--- src/design/i2crt_pkg.sv ---
`timescale 1ns / 1ps
// Shared types and constants of the I2C register-transfer master.
// Used by i2crt_core and i2c_register_transfer_master_unit; depends on nothing.
package i2crt_pkg;

    // Defaults for the top-level parameters.
    localparam int COUNT_WIDTH_DEF = 16;
    localparam int DELAY_WIDTH_DEF = 16;

    // Fixed field widths.
    localparam int BYTE_W       = 8;
    localparam int DEV_ADDR_W   = 7;
    localparam int PHASE_W      = 16;
    localparam int COUNT_IN_W   = 16;
    localparam int ACTION_W     = 2;
    localparam int CFG_INDEX_W  = 1;
    localparam int CFG_DATA_W   = 16;
    localparam int SUB_W        = 3;
    localparam int BIT_CNT_W    = 4;

    localparam logic [PHASE_W-1:0] PHASE_TICKS_RESET = 16'd100;
    localparam logic               READ_BIT          = 1'b1;

    // Action codes of an input word.
    localparam logic [ACTION_W-1:0] ACT_TICK   = 2'd0;
    localparam logic [ACTION_W-1:0] ACT_BEGIN  = 2'd1;
    localparam logic [ACTION_W-1:0] ACT_SUPPLY = 2'd2;

    // Configuration register indexes.
    localparam logic [CFG_INDEX_W-1:0] REG_DEV_ADDR    = 1'b0;
    localparam logic [CFG_INDEX_W-1:0] REG_PHASE_TICKS = 1'b1;

    // Steps inside one stage of the bus sequence.
    localparam logic [SUB_W-1:0] SUB_DRIVE    = 3'd0;
    localparam logic [SUB_W-1:0] SUB_HIGH     = 3'd1;
    localparam logic [SUB_W-1:0] SUB_ACK_LOW  = 3'd2;
    localparam logic [SUB_W-1:0] SUB_ACK_HIGH = 3'd3;
    localparam logic [SUB_W-1:0] SUB_ACK_END  = 3'd4;
    localparam logic [SUB_W-1:0] SUB_WAIT     = 3'd5;

    typedef enum logic [7:0] {
        ST_IDLE   = 8'b0000_0001,
        ST_START1 = 8'b0000_0010,
        ST_DEVW   = 8'b0000_0100,
        ST_REG    = 8'b0000_1000,
        ST_START2 = 8'b0001_0000,
        ST_DEVD   = 8'b0010_0000,
        ST_DATA   = 8'b0100_0000,
        ST_STOP   = 8'b1000_0000
    } t_stage;

    typedef struct packed {
        logic [DEV_ADDR_W-1:0] dev_addr;
        logic [PHASE_W-1:0]    phase_ticks;
    } t_cfg;

    typedef struct packed {
        logic [ACTION_W-1:0]   action;
        logic [BYTE_W-1:0]     reg_addr;
        logic                  read_not_write;
        logic [COUNT_IN_W-1:0] byte_count;
        logic [BYTE_W-1:0]     write_byte;
        logic                  sda_in;
    } t_item;

    typedef struct packed {
        logic              scl_level;
        logic              sda_level;
        logic [BYTE_W-1:0] read_byte;
        logic              read_valid;
        logic              write_request;
        logic              busy_res;
        logic              done_res;
        logic              status;
    } t_result;

endpackage

--- src/design/i2c_register_transfer_master_unit.sv ---
`timescale 1ns / 1ps
// Top level of the I2C register-transfer master: handshakes, configuration
// registers and the result register. Depends on i2crt_pkg and i2crt_core.
//
// Usage:
//   Each input word is one tick of the bus sequencer. action selects a plain
//   tick, the start of a register transfer (reg_addr, read_not_write,
//   byte_count) or the supply of the next write byte. Every accepted word
//   yields exactly one result word with the line drives, a received byte
//   when read_valid is set, the write-request, busy and done flags, and the
//   status that goes with done.
//   Input and output channels use valid/stall; a word moves when valid is
//   high and stall is low. The result word is registered and appears in the
//   cycle after its input word is accepted, and one word per cycle is taken
//   when the output side does not stall. If the receiver stalls, the result
//   stays in the output register and the input side stalls until it is taken;
//   the sequencer state only advances on accepted words.
//   The configuration port writes device_address (index 0) and phase_ticks
//   (index 1); it is always ready and is meant to be written while idle.
//   Synchronous active-low reset returns the sequencer to idle with both
//   lines released, empties the output register, clears device_address and
//   sets phase_ticks to 100.
module i2c_register_transfer_master_unit #(
    parameter int COUNT_WIDTH = i2crt_pkg::COUNT_WIDTH_DEF,
    parameter int DELAY_WIDTH = i2crt_pkg::DELAY_WIDTH_DEF
) (
    input  logic                                i_clk,
    input  logic                                i_rst_n,
    input  logic                                i_cfg_valid,
    output logic                                o_cfg_ready,
    input  logic [i2crt_pkg::CFG_INDEX_W-1:0]   i_cfg_index,
    input  logic [i2crt_pkg::CFG_DATA_W-1:0]    i_cfg_data,
    input  logic                                i_in_valid,
    output logic                                o_in_stall,
    input  logic [i2crt_pkg::ACTION_W-1:0]      i_action,
    input  logic [i2crt_pkg::BYTE_W-1:0]        i_reg_addr,
    input  logic                                i_read_not_write,
    input  logic [i2crt_pkg::COUNT_IN_W-1:0]    i_byte_count,
    input  logic [i2crt_pkg::BYTE_W-1:0]        i_write_byte,
    input  logic                                i_sda_in,
    output logic                                o_out_valid,
    input  logic                                i_out_stall,
    output logic                                o_scl_level,
    output logic                                o_sda_level,
    output logic [i2crt_pkg::BYTE_W-1:0]        o_read_byte,
    output logic                                o_read_valid,
    output logic                                o_write_request,
    output logic                                o_busy_res,
    output logic                                o_done_res,
    output logic                                o_status
);
    import i2crt_pkg::*;

    logic [DEV_ADDR_W-1:0] r_dev_addr;
    logic [PHASE_W-1:0]    r_phase_ticks;
    logic                  r_out_valid;
    t_result               r_out;
    t_cfg                  cfg;
    t_item                 item;
    t_result               core_res;
    logic                  accept;
    logic                  cfg_wr;

    assign o_cfg_ready = 1'b1;
    assign cfg_wr      = i_cfg_valid && o_cfg_ready;

    always_ff @(posedge i_clk) begin
        if (!i_rst_n) begin
            r_dev_addr    <= '0;
            r_phase_ticks <= PHASE_TICKS_RESET;
        end else if (cfg_wr) begin
            case (i_cfg_index)
                REG_DEV_ADDR:    r_dev_addr    <= i_cfg_data[DEV_ADDR_W-1:0];
                REG_PHASE_TICKS: r_phase_ticks <= i_cfg_data[PHASE_W-1:0];
                default: ;
            endcase
        end
    end

    assign cfg.dev_addr    = r_dev_addr;
    assign cfg.phase_ticks = r_phase_ticks;

    assign item.action         = i_action;
    assign item.reg_addr       = i_reg_addr;
    assign item.read_not_write = i_read_not_write;
    assign item.byte_count     = i_byte_count;
    assign item.write_byte     = i_write_byte;
    assign item.sda_in         = i_sda_in;

    // A new word is taken whenever the result register is empty or drains now.
    assign o_in_stall = r_out_valid && i_out_stall;
    assign accept     = i_in_valid && !o_in_stall;

    i2crt_core #(
        .COUNT_WIDTH (COUNT_WIDTH),
        .DELAY_WIDTH (DELAY_WIDTH)
    ) u_core (
        .i_clk   (i_clk),
        .i_rst_n (i_rst_n),
        .i_en    (accept),
        .i_cfg   (cfg),
        .i_item  (item),
        .o_res   (core_res)
    );

    always_ff @(posedge i_clk) begin
        if (!i_rst_n) begin
            r_out_valid <= 1'b0;
        end else if (accept) begin
            r_out_valid <= 1'b1;
        end else if (!i_out_stall) begin
            r_out_valid <= 1'b0;
        end
    end

    always_ff @(posedge i_clk) begin
        if (accept) begin
            r_out <= core_res;
        end
    end

    assign o_out_valid     = r_out_valid;
    assign o_scl_level     = r_out.scl_level;
    assign o_sda_level     = r_out.sda_level;
    assign o_read_byte     = r_out.read_byte;
    assign o_read_valid    = r_out.read_valid;
    assign o_write_request = r_out.write_request;
    assign o_busy_res      = r_out.busy_res;
    assign o_done_res      = r_out.done_res;
    assign o_status        = r_out.status;

endmodule

--- src/design/i2crt_core.sv ---
`timescale 1ns / 1ps
// Bus sequencer of the I2C register-transfer master: state registers and the
// per-tick next-state logic. Depends on i2crt_pkg.
module i2crt_core #(
    parameter int COUNT_WIDTH = i2crt_pkg::COUNT_WIDTH_DEF,
    parameter int DELAY_WIDTH = i2crt_pkg::DELAY_WIDTH_DEF
) (
    input  logic               i_clk,
    input  logic               i_rst_n,
    input  logic               i_en,
    input  i2crt_pkg::t_cfg    i_cfg,
    input  i2crt_pkg::t_item   i_item,
    output i2crt_pkg::t_result o_res
);
    import i2crt_pkg::*;

    localparam int CntInW = (COUNT_WIDTH < COUNT_IN_W) ? COUNT_WIDTH : COUNT_IN_W;
    localparam int DlyInW = (DELAY_WIDTH < PHASE_W) ? DELAY_WIDTH : PHASE_W;

    typedef struct packed {
        t_stage           stage;
        logic [SUB_W-1:0] sub;
        logic             scl;
        logic             sda;
    } t_step;

    function automatic t_step mk_step(t_stage stage, logic [SUB_W-1:0] sub,
                                      logic scl, logic sda);
        t_step s;
        s.stage = stage;
        s.sub   = sub;
        s.scl   = scl;
        s.sda   = sda;
        return s;
    endfunction

    t_stage                 r_stage, n_stage;
    logic [SUB_W-1:0]       r_sub, n_sub;
    logic [DELAY_WIDTH-1:0] r_tick, n_tick;
    logic [BIT_CNT_W-1:0]   r_bit, n_bit;
    logic [BYTE_W-1:0]      r_shift, n_shift;
    logic [COUNT_WIDTH-1:0] r_left, n_left;
    logic [BYTE_W-1:0]      r_held_reg, n_held_reg;
    logic                   r_dir, n_dir;
    logic                   r_scl, n_scl;
    logic                   r_sda, n_sda;

    logic [DELAY_WIDTH-1:0] phase_trunc;
    logic [DELAY_WIDTH-1:0] load;
    logic [DELAY_WIDTH-1:0] tick_dec;
    logic [COUNT_WIDTH-1:0] count;
    logic [COUNT_WIDTH-1:0] left_dec;
    logic [BYTE_W-1:0]      dev_w;
    logic [BYTE_W-1:0]      dev_d;
    logic [BIT_CNT_W-1:0]   bit_inc;
    logic [BYTE_W-1:0]      send_shift;
    logic [BYTE_W-1:0]      recv_shift;
    logic                   do_ent;
    logic                   do_idle;
    t_step                  ent;
    t_result                res;

    assign phase_trunc = DELAY_WIDTH'(i_cfg.phase_ticks[DlyInW-1:0]);
    assign load        = (phase_trunc == '0) ? DELAY_WIDTH'(1) : phase_trunc;
    assign tick_dec    = r_tick - DELAY_WIDTH'(r_tick != '0);
    assign count       = COUNT_WIDTH'(i_item.byte_count[CntInW-1:0]);
    assign left_dec    = r_left - COUNT_WIDTH'(r_left != '0);
    assign dev_w       = {i_cfg.dev_addr, 1'b0};
    assign dev_d       = {i_cfg.dev_addr, r_dir ? READ_BIT : 1'b0};
    assign bit_inc     = r_bit + BIT_CNT_W'(1);
    assign send_shift  = {r_shift[BYTE_W-2:0], 1'b0};
    assign recv_shift  = {r_shift[BYTE_W-2:0], i_item.sda_in};

    always_comb begin
        n_stage    = r_stage;
        n_sub      = r_sub;
        n_tick     = r_tick;
        n_bit      = r_bit;
        n_shift    = r_shift;
        n_left     = r_left;
        n_held_reg = r_held_reg;
        n_dir      = r_dir;
        n_scl      = r_scl;
        n_sda      = r_sda;
        do_ent     = 1'b0;
        do_idle    = 1'b0;
        ent        = mk_step(ST_IDLE, SUB_DRIVE, 1'b1, 1'b1);
        res        = '0;

        if (r_stage == ST_IDLE) begin
            if (i_item.action == ACT_BEGIN) begin
                if (i_item.reg_addr == '0) begin
                    res.done_res = 1'b1;
                    res.status   = 1'b1;
                end else if (count == '0) begin
                    res.done_res = 1'b1;
                end else begin
                    n_held_reg = i_item.reg_addr;
                    n_dir      = i_item.read_not_write;
                    n_left     = count;
                    ent        = mk_step(ST_START1, SUB_DRIVE, 1'b1, 1'b1);
                    do_ent     = 1'b1;
                end
            end
        end else if (r_stage == ST_DATA && r_sub == SUB_WAIT) begin
            if (i_item.action == ACT_SUPPLY) begin
                n_left  = left_dec;
                n_shift = i_item.write_byte;
                n_bit   = '0;
                ent     = mk_step(ST_DATA, SUB_DRIVE, 1'b0, i_item.write_byte[BYTE_W-1]);
                do_ent  = 1'b1;
            end
        end else begin
            n_tick = tick_dec;
            if (tick_dec == '0) begin
                case (r_stage)
                    ST_START1, ST_START2: begin
                        if (r_sub == SUB_DRIVE) begin
                            ent    = mk_step(r_stage, SUB_HIGH, 1'b1, 1'b0);
                            do_ent = 1'b1;
                        end else if (r_sub == SUB_HIGH) begin
                            // Load the device address byte that follows the start.
                            n_shift = (r_stage == ST_START1) ? dev_w : dev_d;
                            n_bit   = '0;
                            ent     = (r_stage == ST_START1)
                                    ? mk_step(ST_DEVW, SUB_DRIVE, 1'b0, dev_w[BYTE_W-1])
                                    : mk_step(ST_DEVD, SUB_DRIVE, 1'b0, dev_d[BYTE_W-1]);
                            do_ent  = 1'b1;
                        end else begin
                            do_idle = 1'b1;
                        end
                    end
                    ST_DEVW, ST_REG, ST_DEVD, ST_DATA: begin
                        if (r_stage == ST_DATA && r_dir) begin
                            case (r_sub)
                                SUB_DRIVE: begin
                                    ent    = mk_step(ST_DATA, SUB_HIGH, 1'b1, 1'b1);
                                    do_ent = 1'b1;
                                end
                                SUB_HIGH: begin
                                    n_shift = recv_shift;
                                    n_bit   = bit_inc;
                                    do_ent  = 1'b1;
                                    if (bit_inc >= BIT_CNT_W'(8)) begin
                                        // The last byte of the transfer is NACKed.
                                        res.read_byte  = recv_shift;
                                        res.read_valid = 1'b1;
                                        n_left         = left_dec;
                                        ent = mk_step(ST_DATA, SUB_ACK_LOW, 1'b0,
                                                      r_left <= COUNT_WIDTH'(1));
                                    end else begin
                                        ent = mk_step(ST_DATA, SUB_DRIVE, 1'b0, 1'b1);
                                    end
                                end
                                SUB_ACK_LOW: begin
                                    ent    = mk_step(ST_DATA, SUB_ACK_HIGH, 1'b1, r_sda);
                                    do_ent = 1'b1;
                                end
                                SUB_ACK_HIGH: begin
                                    ent    = mk_step(ST_DATA, SUB_ACK_END, 1'b0, r_sda);
                                    do_ent = 1'b1;
                                end
                                SUB_ACK_END: begin
                                    do_ent = 1'b1;
                                    if (r_left != '0) begin
                                        n_shift = '0;
                                        n_bit   = '0;
                                        ent = mk_step(ST_DATA, SUB_DRIVE, 1'b0, 1'b1);
                                    end else begin
                                        ent = mk_step(ST_STOP, SUB_DRIVE, 1'b0, 1'b0);
                                    end
                                end
                                default: do_idle = 1'b1;
                            endcase
                        end else begin
                            case (r_sub)
                                SUB_DRIVE: begin
                                    ent    = mk_step(r_stage, SUB_HIGH, 1'b1, r_sda);
                                    do_ent = 1'b1;
                                end
                                SUB_HIGH: begin
                                    n_shift = send_shift;
                                    n_bit   = bit_inc;
                                    do_ent  = 1'b1;
                                    if (bit_inc >= BIT_CNT_W'(8)) begin
                                        ent = mk_step(r_stage, SUB_ACK_LOW, 1'b0, 1'b1);
                                    end else begin
                                        ent = mk_step(r_stage, SUB_DRIVE, 1'b0,
                                                      send_shift[BYTE_W-1]);
                                    end
                                end
                                SUB_ACK_LOW: begin
                                    ent    = mk_step(r_stage, SUB_ACK_HIGH, 1'b1, 1'b1);
                                    do_ent = 1'b1;
                                end
                                SUB_ACK_HIGH: begin
                                    ent    = mk_step(r_stage, SUB_ACK_END, 1'b0, 1'b1);
                                    do_ent = 1'b1;
                                end
                                SUB_ACK_END: begin
                                    if (r_stage == ST_DEVW) begin
                                        n_shift = r_held_reg;
                                        n_bit   = '0;
                                        ent     = mk_step(ST_REG, SUB_DRIVE, 1'b0,
                                                          r_held_reg[BYTE_W-1]);
                                        do_ent  = 1'b1;
                                    end else if (r_stage == ST_REG) begin
                                        ent    = mk_step(ST_START2, SUB_DRIVE, 1'b1, 1'b1);
                                        do_ent = 1'b1;
                                    end else if (r_left == '0) begin
                                        ent    = mk_step(ST_STOP, SUB_DRIVE, 1'b0, 1'b0);
                                        do_ent = 1'b1;
                                    end else if (r_dir) begin
                                        n_shift = '0;
                                        n_bit   = '0;
                                        ent     = mk_step(ST_DATA, SUB_DRIVE, 1'b0, 1'b1);
                                        do_ent  = 1'b1;
                                    end else begin
                                        // Park with SCL low until the caller supplies a byte.
                                        n_stage = ST_DATA;
                                        n_sub   = SUB_WAIT;
                                        n_scl   = 1'b0;
                                        n_sda   = 1'b1;
                                        n_tick  = '0;
                                    end
                                end
                                default: do_idle = 1'b1;
                            endcase
                        end
                    end
                    ST_STOP: begin
                        if (r_sub == SUB_DRIVE) begin
                            ent    = mk_step(ST_STOP, SUB_HIGH, 1'b1, 1'b0);
                            do_ent = 1'b1;
                        end else begin
                            do_idle      = 1'b1;
                            res.done_res = 1'b1;
                        end
                    end
                    default: do_idle = 1'b1;
                endcase
            end
        end

        if (do_ent) begin
            n_stage = ent.stage;
            n_sub   = ent.sub;
            n_scl   = ent.scl;
            n_sda   = ent.sda;
            n_tick  = load;
        end
        if (do_idle) begin
            n_stage = ST_IDLE;
            n_sub   = SUB_DRIVE;
            n_tick  = '0;
            n_scl   = 1'b1;
            n_sda   = 1'b1;
        end

        res.scl_level     = n_scl;
        res.sda_level     = n_sda;
        res.write_request = (n_stage == ST_DATA) && (n_sub == SUB_WAIT);
        res.busy_res      = (n_stage != ST_IDLE);
    end

    assign o_res = res;

    always_ff @(posedge i_clk) begin
        if (!i_rst_n) begin
            r_stage    <= ST_IDLE;
            r_sub      <= SUB_DRIVE;
            r_tick     <= '0;
            r_bit      <= '0;
            r_shift    <= '0;
            r_left     <= '0;
            r_held_reg <= '0;
            r_dir      <= 1'b0;
            r_scl      <= 1'b1;
            r_sda      <= 1'b1;
        end else if (i_en) begin
            r_stage    <= n_stage;
            r_sub      <= n_sub;
            r_tick     <= n_tick;
            r_bit      <= n_bit;
            r_shift    <= n_shift;
            r_left     <= n_left;
            r_held_reg <= n_held_reg;
            r_dir      <= n_dir;
            r_scl      <= n_scl;
            r_sda      <= n_sda;
        end
    end

    a_stage_onehot: assert property (@(posedge i_clk) disable iff (!i_rst_n)
        $onehot(r_stage))
        else $error("sequencer stage is not one-hot");

    a_idle_released: assert property (@(posedge i_clk) disable iff (!i_rst_n)
        (r_stage == ST_IDLE) |-> (r_scl && r_sda && r_tick == '0))
        else $error("idle with a line pulled low or a timer running");

    a_wait_is_write: assert property (@(posedge i_clk) disable iff (!i_rst_n)
        (r_stage == ST_DATA && r_sub == SUB_WAIT) |-> (!r_dir && !r_scl))
        else $error("waiting for a write byte during a read or with SCL released");

    a_read_dir: assert property (@(posedge i_clk) disable iff (!i_rst_n)
        (i_en && res.read_valid) |-> (r_dir && r_stage == ST_DATA))
        else $error("read byte produced outside a read data stage");

    a_done_idle: assert property (@(posedge i_clk) disable iff (!i_rst_n)
        (i_en && res.done_res) |=> (r_stage == ST_IDLE))
        else $error("transfer reported done but the sequencer is not idle");

endmodule
--- config.mk ---
export PLATFORM = sky130hd
export DESIGN_NAME = i2c_register_transfer_master_unit
export DESIGN_NICKNAME = d
export VERILOG_FILES = /design/src/design/i2crt_pkg.sv /design/src/design/i2c_register_transfer_master_unit.sv /design/src/design/i2crt_core.sv
export SDC_FILE = /design/constraint.sdc
export NUM_CORES = 1
export LEC_CHECK = 0
export BUFFER_PORTS_ARGS = -buffer_cell sky130_fd_sc_hd__buf_4
export CAP_MARGIN = 20
export CORE_UTILIZATION = 50
export DETAILED_ROUTE_END_ITERATION = 16
export PLACE_DENSITY = 0.7
export REMOVE_ABC_BUFFERS = 1
export SLEW_MARGIN = 20
export SYNTH_ARGS = -nofsm -noshare
export SYNTH_HDL_FRONTEND = slang
export SYNTH_SLANG_ARGS = --single-unit
--- constraint.sdc ---
create_clock -name i_clk -period 5.5 [get_ports i_clk]
set_input_delay 0.825 -clock i_clk [delete_from_list [all_inputs] [get_ports i_clk]]
set_output_delay 0.825 -clock i_clk [all_outputs]
set_load 0.01 [all_outputs]
=== Word level (Yosys, flattened, before mapping) ===
Index checks and enable logic that the tools add are counted.

* Bits in registers: 104
* Input port bits: 58
* Output and inout bits: 18
* Word-level logic and storage cells: 262

* Add/subtract/negate cells: 3
* $lt $le $gt $ge: 2
* Equality and inequality tests: 33
* Multiplexer cells: 160
* Bitwise logic cells: 9
* Reduce and logical (&&, ||, !) cells: 34

{| class="wikitable"
|+ Operators with widths
! cell !! number
|-
| two-way mux 16 bit || 24
|-
| two-way mux 13 bit || 13
|-
| case mux 13 bit (5 select lines) || 2
|-
| two-way mux 8 bit || 12
|-
| two-way mux 7 bit || 12
|-
| logical NOT 16 bit || 4
|-
| two-way mux 1 bit || 58
|-
| two-way mux 4 bit || 13
|-
| case mux 7 bit (2 select lines) || 3
|-
| case mux 13 bit (3 select lines) || 1
|-
| two-way mux 3 bit || 12
|-
| nonzero test 16 bit || 2
|-
| subtractor 16 x 1 -> 16 bit || 2
|-
| two-way mux 12 bit || 2
|-
| case mux 4 bit (2 select lines) || 3
|-
| nonzero test 3 bit || 6
|-
| equality test 8 x 7 -> 1 bit, second input constant || 2
|-
| <= comparator 16 x 1 -> 1 bit, second input constant || 1
|-
| != test 6 x 3 -> 1 bit, second input constant || 2
|-
| AND reduction 12 bit || 1
|-
| two-way mux 11 bit || 1
|-
| AND reduction 10 bit || 1
|-
| equality test 3 bit, second input constant || 3
|-
| != test 3 x 1 -> 1 bit, second input constant || 3
|-
| 37 further kinds || 58
|}

=== Longest topological paths before layout ===
* Depth after elaboration: 14
* Depth in mapped cells: 17
* Depth with buffers taken out: 13

=== Modules after synthesis ===
Synthesis repeated with hierarchy kept, for this count alone.

* Cells, all modules: 809
* Area total of the unflattened synthesis: 6547.5 µm²

{| class="wikitable"
|+ By module, submodules not included
! module !! instances !! cells each !! area each (µm²) !! seq. area each (µm²)
|-
| i2crt_core || 1 || 689 || 5103.6 || 1301.2
|-
| i2c_register_transfer_master_unit || 1 || 120 || 1443.9 || 930.9
|}

=== Worst setup path after synthesis ===
OpenSTA, ideal clock, no wires.

* Path type: register to register
* Start point: register u_core.r_tick[7]
* End point: register r_out (netlist bit o_write_request) (data pin)
* Setup time: 0.134 ns
* Data arrival time: 3.550 ns
* Data required time: 5.366 ns
* Slack: 1.816 ns
* Cell stages (with the launch flop): 14
* Path buffers: 0
* Period minus slack after synthesis: 3.684 ns
* Path through: dfxtp_1 > or4_4 > nor2_1 > nand3_1 > ha_1 > ha_1 > nor4bb_1 > and3_1 > nand4b_1 > a2111oi_4 > nand2_1 > o41ai_1 > o2111ai_1 > and4bb_1

{| class="wikitable"
|+ RTL lines
! item !! RTL line !! source
|-
| start: declaration || i2crt_core.sv:39 || <nowiki>logic [DELAY_WIDTH-1:0] r_tick, n_tick;</nowiki>
|-
| start signal: assignment || i2crt_core.sv:283 || <nowiki>r_tick <= n_tick;</nowiki>
|-
| end signal: assignment || i2c_register_transfer_master_unit.sv:118 || <nowiki>r_out <= core_res;</nowiki>
|-
| end: declaration || i2c_register_transfer_master_unit.sv:57 || <nowiki>t_result r_out;</nowiki>
|}

=== Worst setup path after layout ===
* Start point: register u_core.r_tick[7]
* End point: register u_core.r_left[11]

* Cells in the longest elaborated chain, start to end: 5

{| class="wikitable"
|+ RTL lines
! item !! RTL line !! source
|-
| nonzero test 16 bit || i2crt_core.sv:65 || <nowiki>assign tick_dec = r_tick - DELAY_WIDTH'(r_tick != '0);</nowiki>
|-
| subtractor 16 x 1 -> 16 bit (*) || i2crt_core.sv:65 ||
|-
| logical NOT 16 bit (*) || i2crt_core.sv:115 || <nowiki>if (tick_dec == '0) begin</nowiki>
|-
| nonzero test 3 bit (no line) (*) || - ||
|-
| AND reduction 10 bit (no line) (*) || - ||
|-
| end signal: assignment || i2crt_core.sv:286 || <nowiki>r_left <= n_left;</nowiki>
|-
| end: declaration || i2crt_core.sv:42 || <nowiki>logic [COUNT_WIDTH-1:0] r_left, n_left;</nowiki>
|}

Every way passes the cells marked *; elsewhere a longest branch is shown, timed or not.
A chain may end at the register's enable or synchronous reset.

==> metrics.csv <==
stage,metric,value,unit
yosys,yosys warns,0,
job,MaxCap Viol Count,0,
timing,skew final,0.00886,ns
timing,fin crit share,0.818,
final_layout,Non-Filler Instances,1001,
detailed_routing,final WL,19.2,mm
detailed_routing,drt wl/cell,19.1,um
final_layout,n_diodes,0,
setup_path,crit path max-delay cell type,or4_4,
yosys,Synth Area in XOR/XNOR,0.0125,
placement,PortBufs,74,
timing,Fin Hold WS,0.481,ns
yosys,mux cell area share after synthesis,0.0567,
global_routing,pin count of the biggest net entering global routing,60,
yosys,Synth Register Bits,104,
yosys,largest family of logic cells by synthesized area,simple AND/OR/NAND/NOR gates,
placement,dpl ws,1.04,ns
clocking,deepest clock path buffer count,2,
yosys,"Seq/Total Area, Yosys",0.354,
clocking,Worst-path clk slew,0.08,ns
placement,placed cell count,985,
final_layout,"most common cell after layout, fill and taps aside",nand2_1,
die,area of the core,12200,um2
power_and_ir_drop,pwr dens,420,nW/um2
detailed_routing,Initial DRC Count,559,
power_and_ir_drop,Max rail drop VDD,0.237,mV
timing,max frequency,222,MHz
global_routing,initial antenna violation count,0,
timing,fin crit period,4.50,ns
yosys,simple logic cell fraction of the synthesized area,0.292,
die,DIE AREA,13100,um2
final_layout,Regs by FF count,"r_phase_ticks x16, u_core.r_left x16, u_core.r_tick x16",
die,Die Y,114,um
die,cell row count,40,
yosys,Mapped Area,6310,um2
clocking,clock root buffer,clkbuf_16,
timing,# setup viols final,0,
global_routing,vias in the first global route,5898,
global_routing,first-pass GRT wire length,30.9,mm
final_layout,fin util,0.591,
yosys,Post-synth EDFFs,15,
final_layout,post-route cell area,7190,um2
clocking,TritonCTS Buffers,9,
timing,final hold vios,0,
detailed_routing,Pre-antenna DRT Iters,6,
timing,Final Max Slew Viols,0,
power_and_ir_drop,Power Total,3.02,mW
timing,Setup TNS,0,ns
final_layout,layout cells sized above 1,0.156,
final_layout,most frequent cells in the layout,"110 x nand2_1, 89 x dfxtp_1, 80 x buf_4",
yosys,adder-cell area share of the yosys netlist,0.00992,
yosys,"FFs w/ async S/R, synth",0,
setup_path,Critical Path RT,5.76,ns
setup_path,Worst EP arrival,4.76,ns
placement,routability cong.,0.924,
setup_path,WS Path Type,reg -> reg,
yosys,Main synth FF type,dfxtp_1,
clocking,"Clk Latency, worst-skew pair",0.36,ns
detailed_routing,Via-to-Cell Ratio,6.18,
global_routing,GRT Total Usage,0.305,
placement,HPWL after detailed placement,13.7,mm
clocking,post-CTS sizing,0,
placement,Post-DP Area,6880,um2
run_status,status,"complete, no violations",
yosys,synthesized instance count,789,
global_routing,total grt overflow,0,
die,Starting Density,0.519,
final_layout,Layout area overhead,14.0,%
yosys,synth unique cells,79,
die,Die X,114,um
clocking,Post-CTS Setup Inserts,0,
die,I/O Pins,76,
clocking,CTS Sinks,104,
final_layout,Final nets,891,
hold_path,Hold Crit Class,reg -> reg,
yosys,post-synthesis compound-gate area fraction,0.222,
timing,Rel. slew slack,0.335,
setup_path,Crit Path Max Fanout,13,
detailed_routing,Post-DRT Antenna Nets,0,
setup_path,CP Launch Type,flip-flop,
setup_path,"Cell Chain, Critical Path",or4_4 > nor2_1 > nand3_1 > ha_1 > ha_1 > nor4bb_1 > and3_1 > nand4b_1 > a2111oi_4 > and4_1 > o21a_1 > a21boi_0 > o21a_1,
timing,"Worst Setup Slack, final",0.999,ns
clocking,CTS H-tree depth,3,
detailed_routing,routed vias,6185,
setup_path,Crit path largest cell delay,0.59,ns
clocking,CTS tree,done,
clocking,cts hold-fix bufs,0,
yosys,syn_area_per_cell,7.99,um2
timing,RSZ-0062 raised after global routing,no,
timing,Least-Margin Pin Slew,0.991,ns
setup_path,crit path capture type,flip-flop,
power_and_ir_drop,Leakage,2.68,nW
detailed_routing,DRC viols,0,
[layout make-up]
| class | instances | area (um2) |
|---|---|---|
| Sequential cell | 104 | 2230 |
| Clock inverter | 6 | 73.8 |
| Multi-Input combinational cell | 613 | 3750 |
| Tap cell | 168 | 210 |
| Timing Repair Buffer | 81 | 621 |
| Fill cell | 1119 | 4970 |
| Clock buffer | 10 | 229 |
| Inverter | 19 | 71.3 |
[path summary, 6_finish.rpt]
kind                     from           endpoint  slack (ns)  depth (start not counted)
min reg2reg  u_core.r_left[0]   u_core.r_left[0]        0.48                          2
max          u_core.r_tick[7]  u_core.r_left[11]         1.0                         13
max reg2reg  u_core.r_tick[7]  u_core.r_left[11]         1.0                         13
min          u_core.r_left[0]   u_core.r_left[0]        0.48                          2
[cell usage after synthesis (all sizes together), types with 18 or more instances]
cell type	count	area, um2
nor4	23	174
nor2	78	293
o21ai	48	248
inv	19	71.3
nand3	24	120
nor2b	21	131
mux2i	29	290
a21oi	42	214
dfxtp	89	1780
a21boi	19	143
clkbuf	36	135
nor3	18	95.1
nand2	111	419
[critical path, delay by kind of cell (launching register included)]
| family | cells | cell delay (ns) |
|---|---|---|
| AND/OR/NAND/NOR | 7 | 2.08 |
| AO/OA/AOI/OAI | 4 | 1.40 |
| adder cells (fa/ha/maj) | 2 | 0.56 |
| flip-flops | 1 | 0.36 |
[where the power goes]
| group | total (mW) | switching [mW] | internal, mW |
|---|---|---|---|
| clock network | 0.676 | 0.315 | 0.361 |
| registers | 0.919 | 0.0830 | 0.836 |
| logic | 1.42 | 0.843 | 0.579 |
| total | 3.02 | 1.24 | 1.78 |
[per-layer routing]
| metal | GRT usage | vias to the layer above | part of all wire |
|---|---|---|---|
| li1 | - | 2970 | - |
| met1 | 0.400 | 2892 | 0.43 |
| met2 | 0.491 | 291 | 0.47 |
| met3 | 0.0688 | 32 | 0.079 |
| met4 | 0.114 | 0 | 0.023 |
| met5 | 0 | - | 0 |
[logic make-up (layout without fill, tap and decap cells)]
logic type,after synthesis,after routing
AND/OR/NAND/NOR,359,359
flip-flops,104,104
multiplexers,35,35
AO/OA/AOI/OAI,204,204
adder cells (fa/ha/maj),5,5
other,1,1
buffers and inverters,72,116
XOR/XNOR,9,9
(Power assumes the default switching activity.)
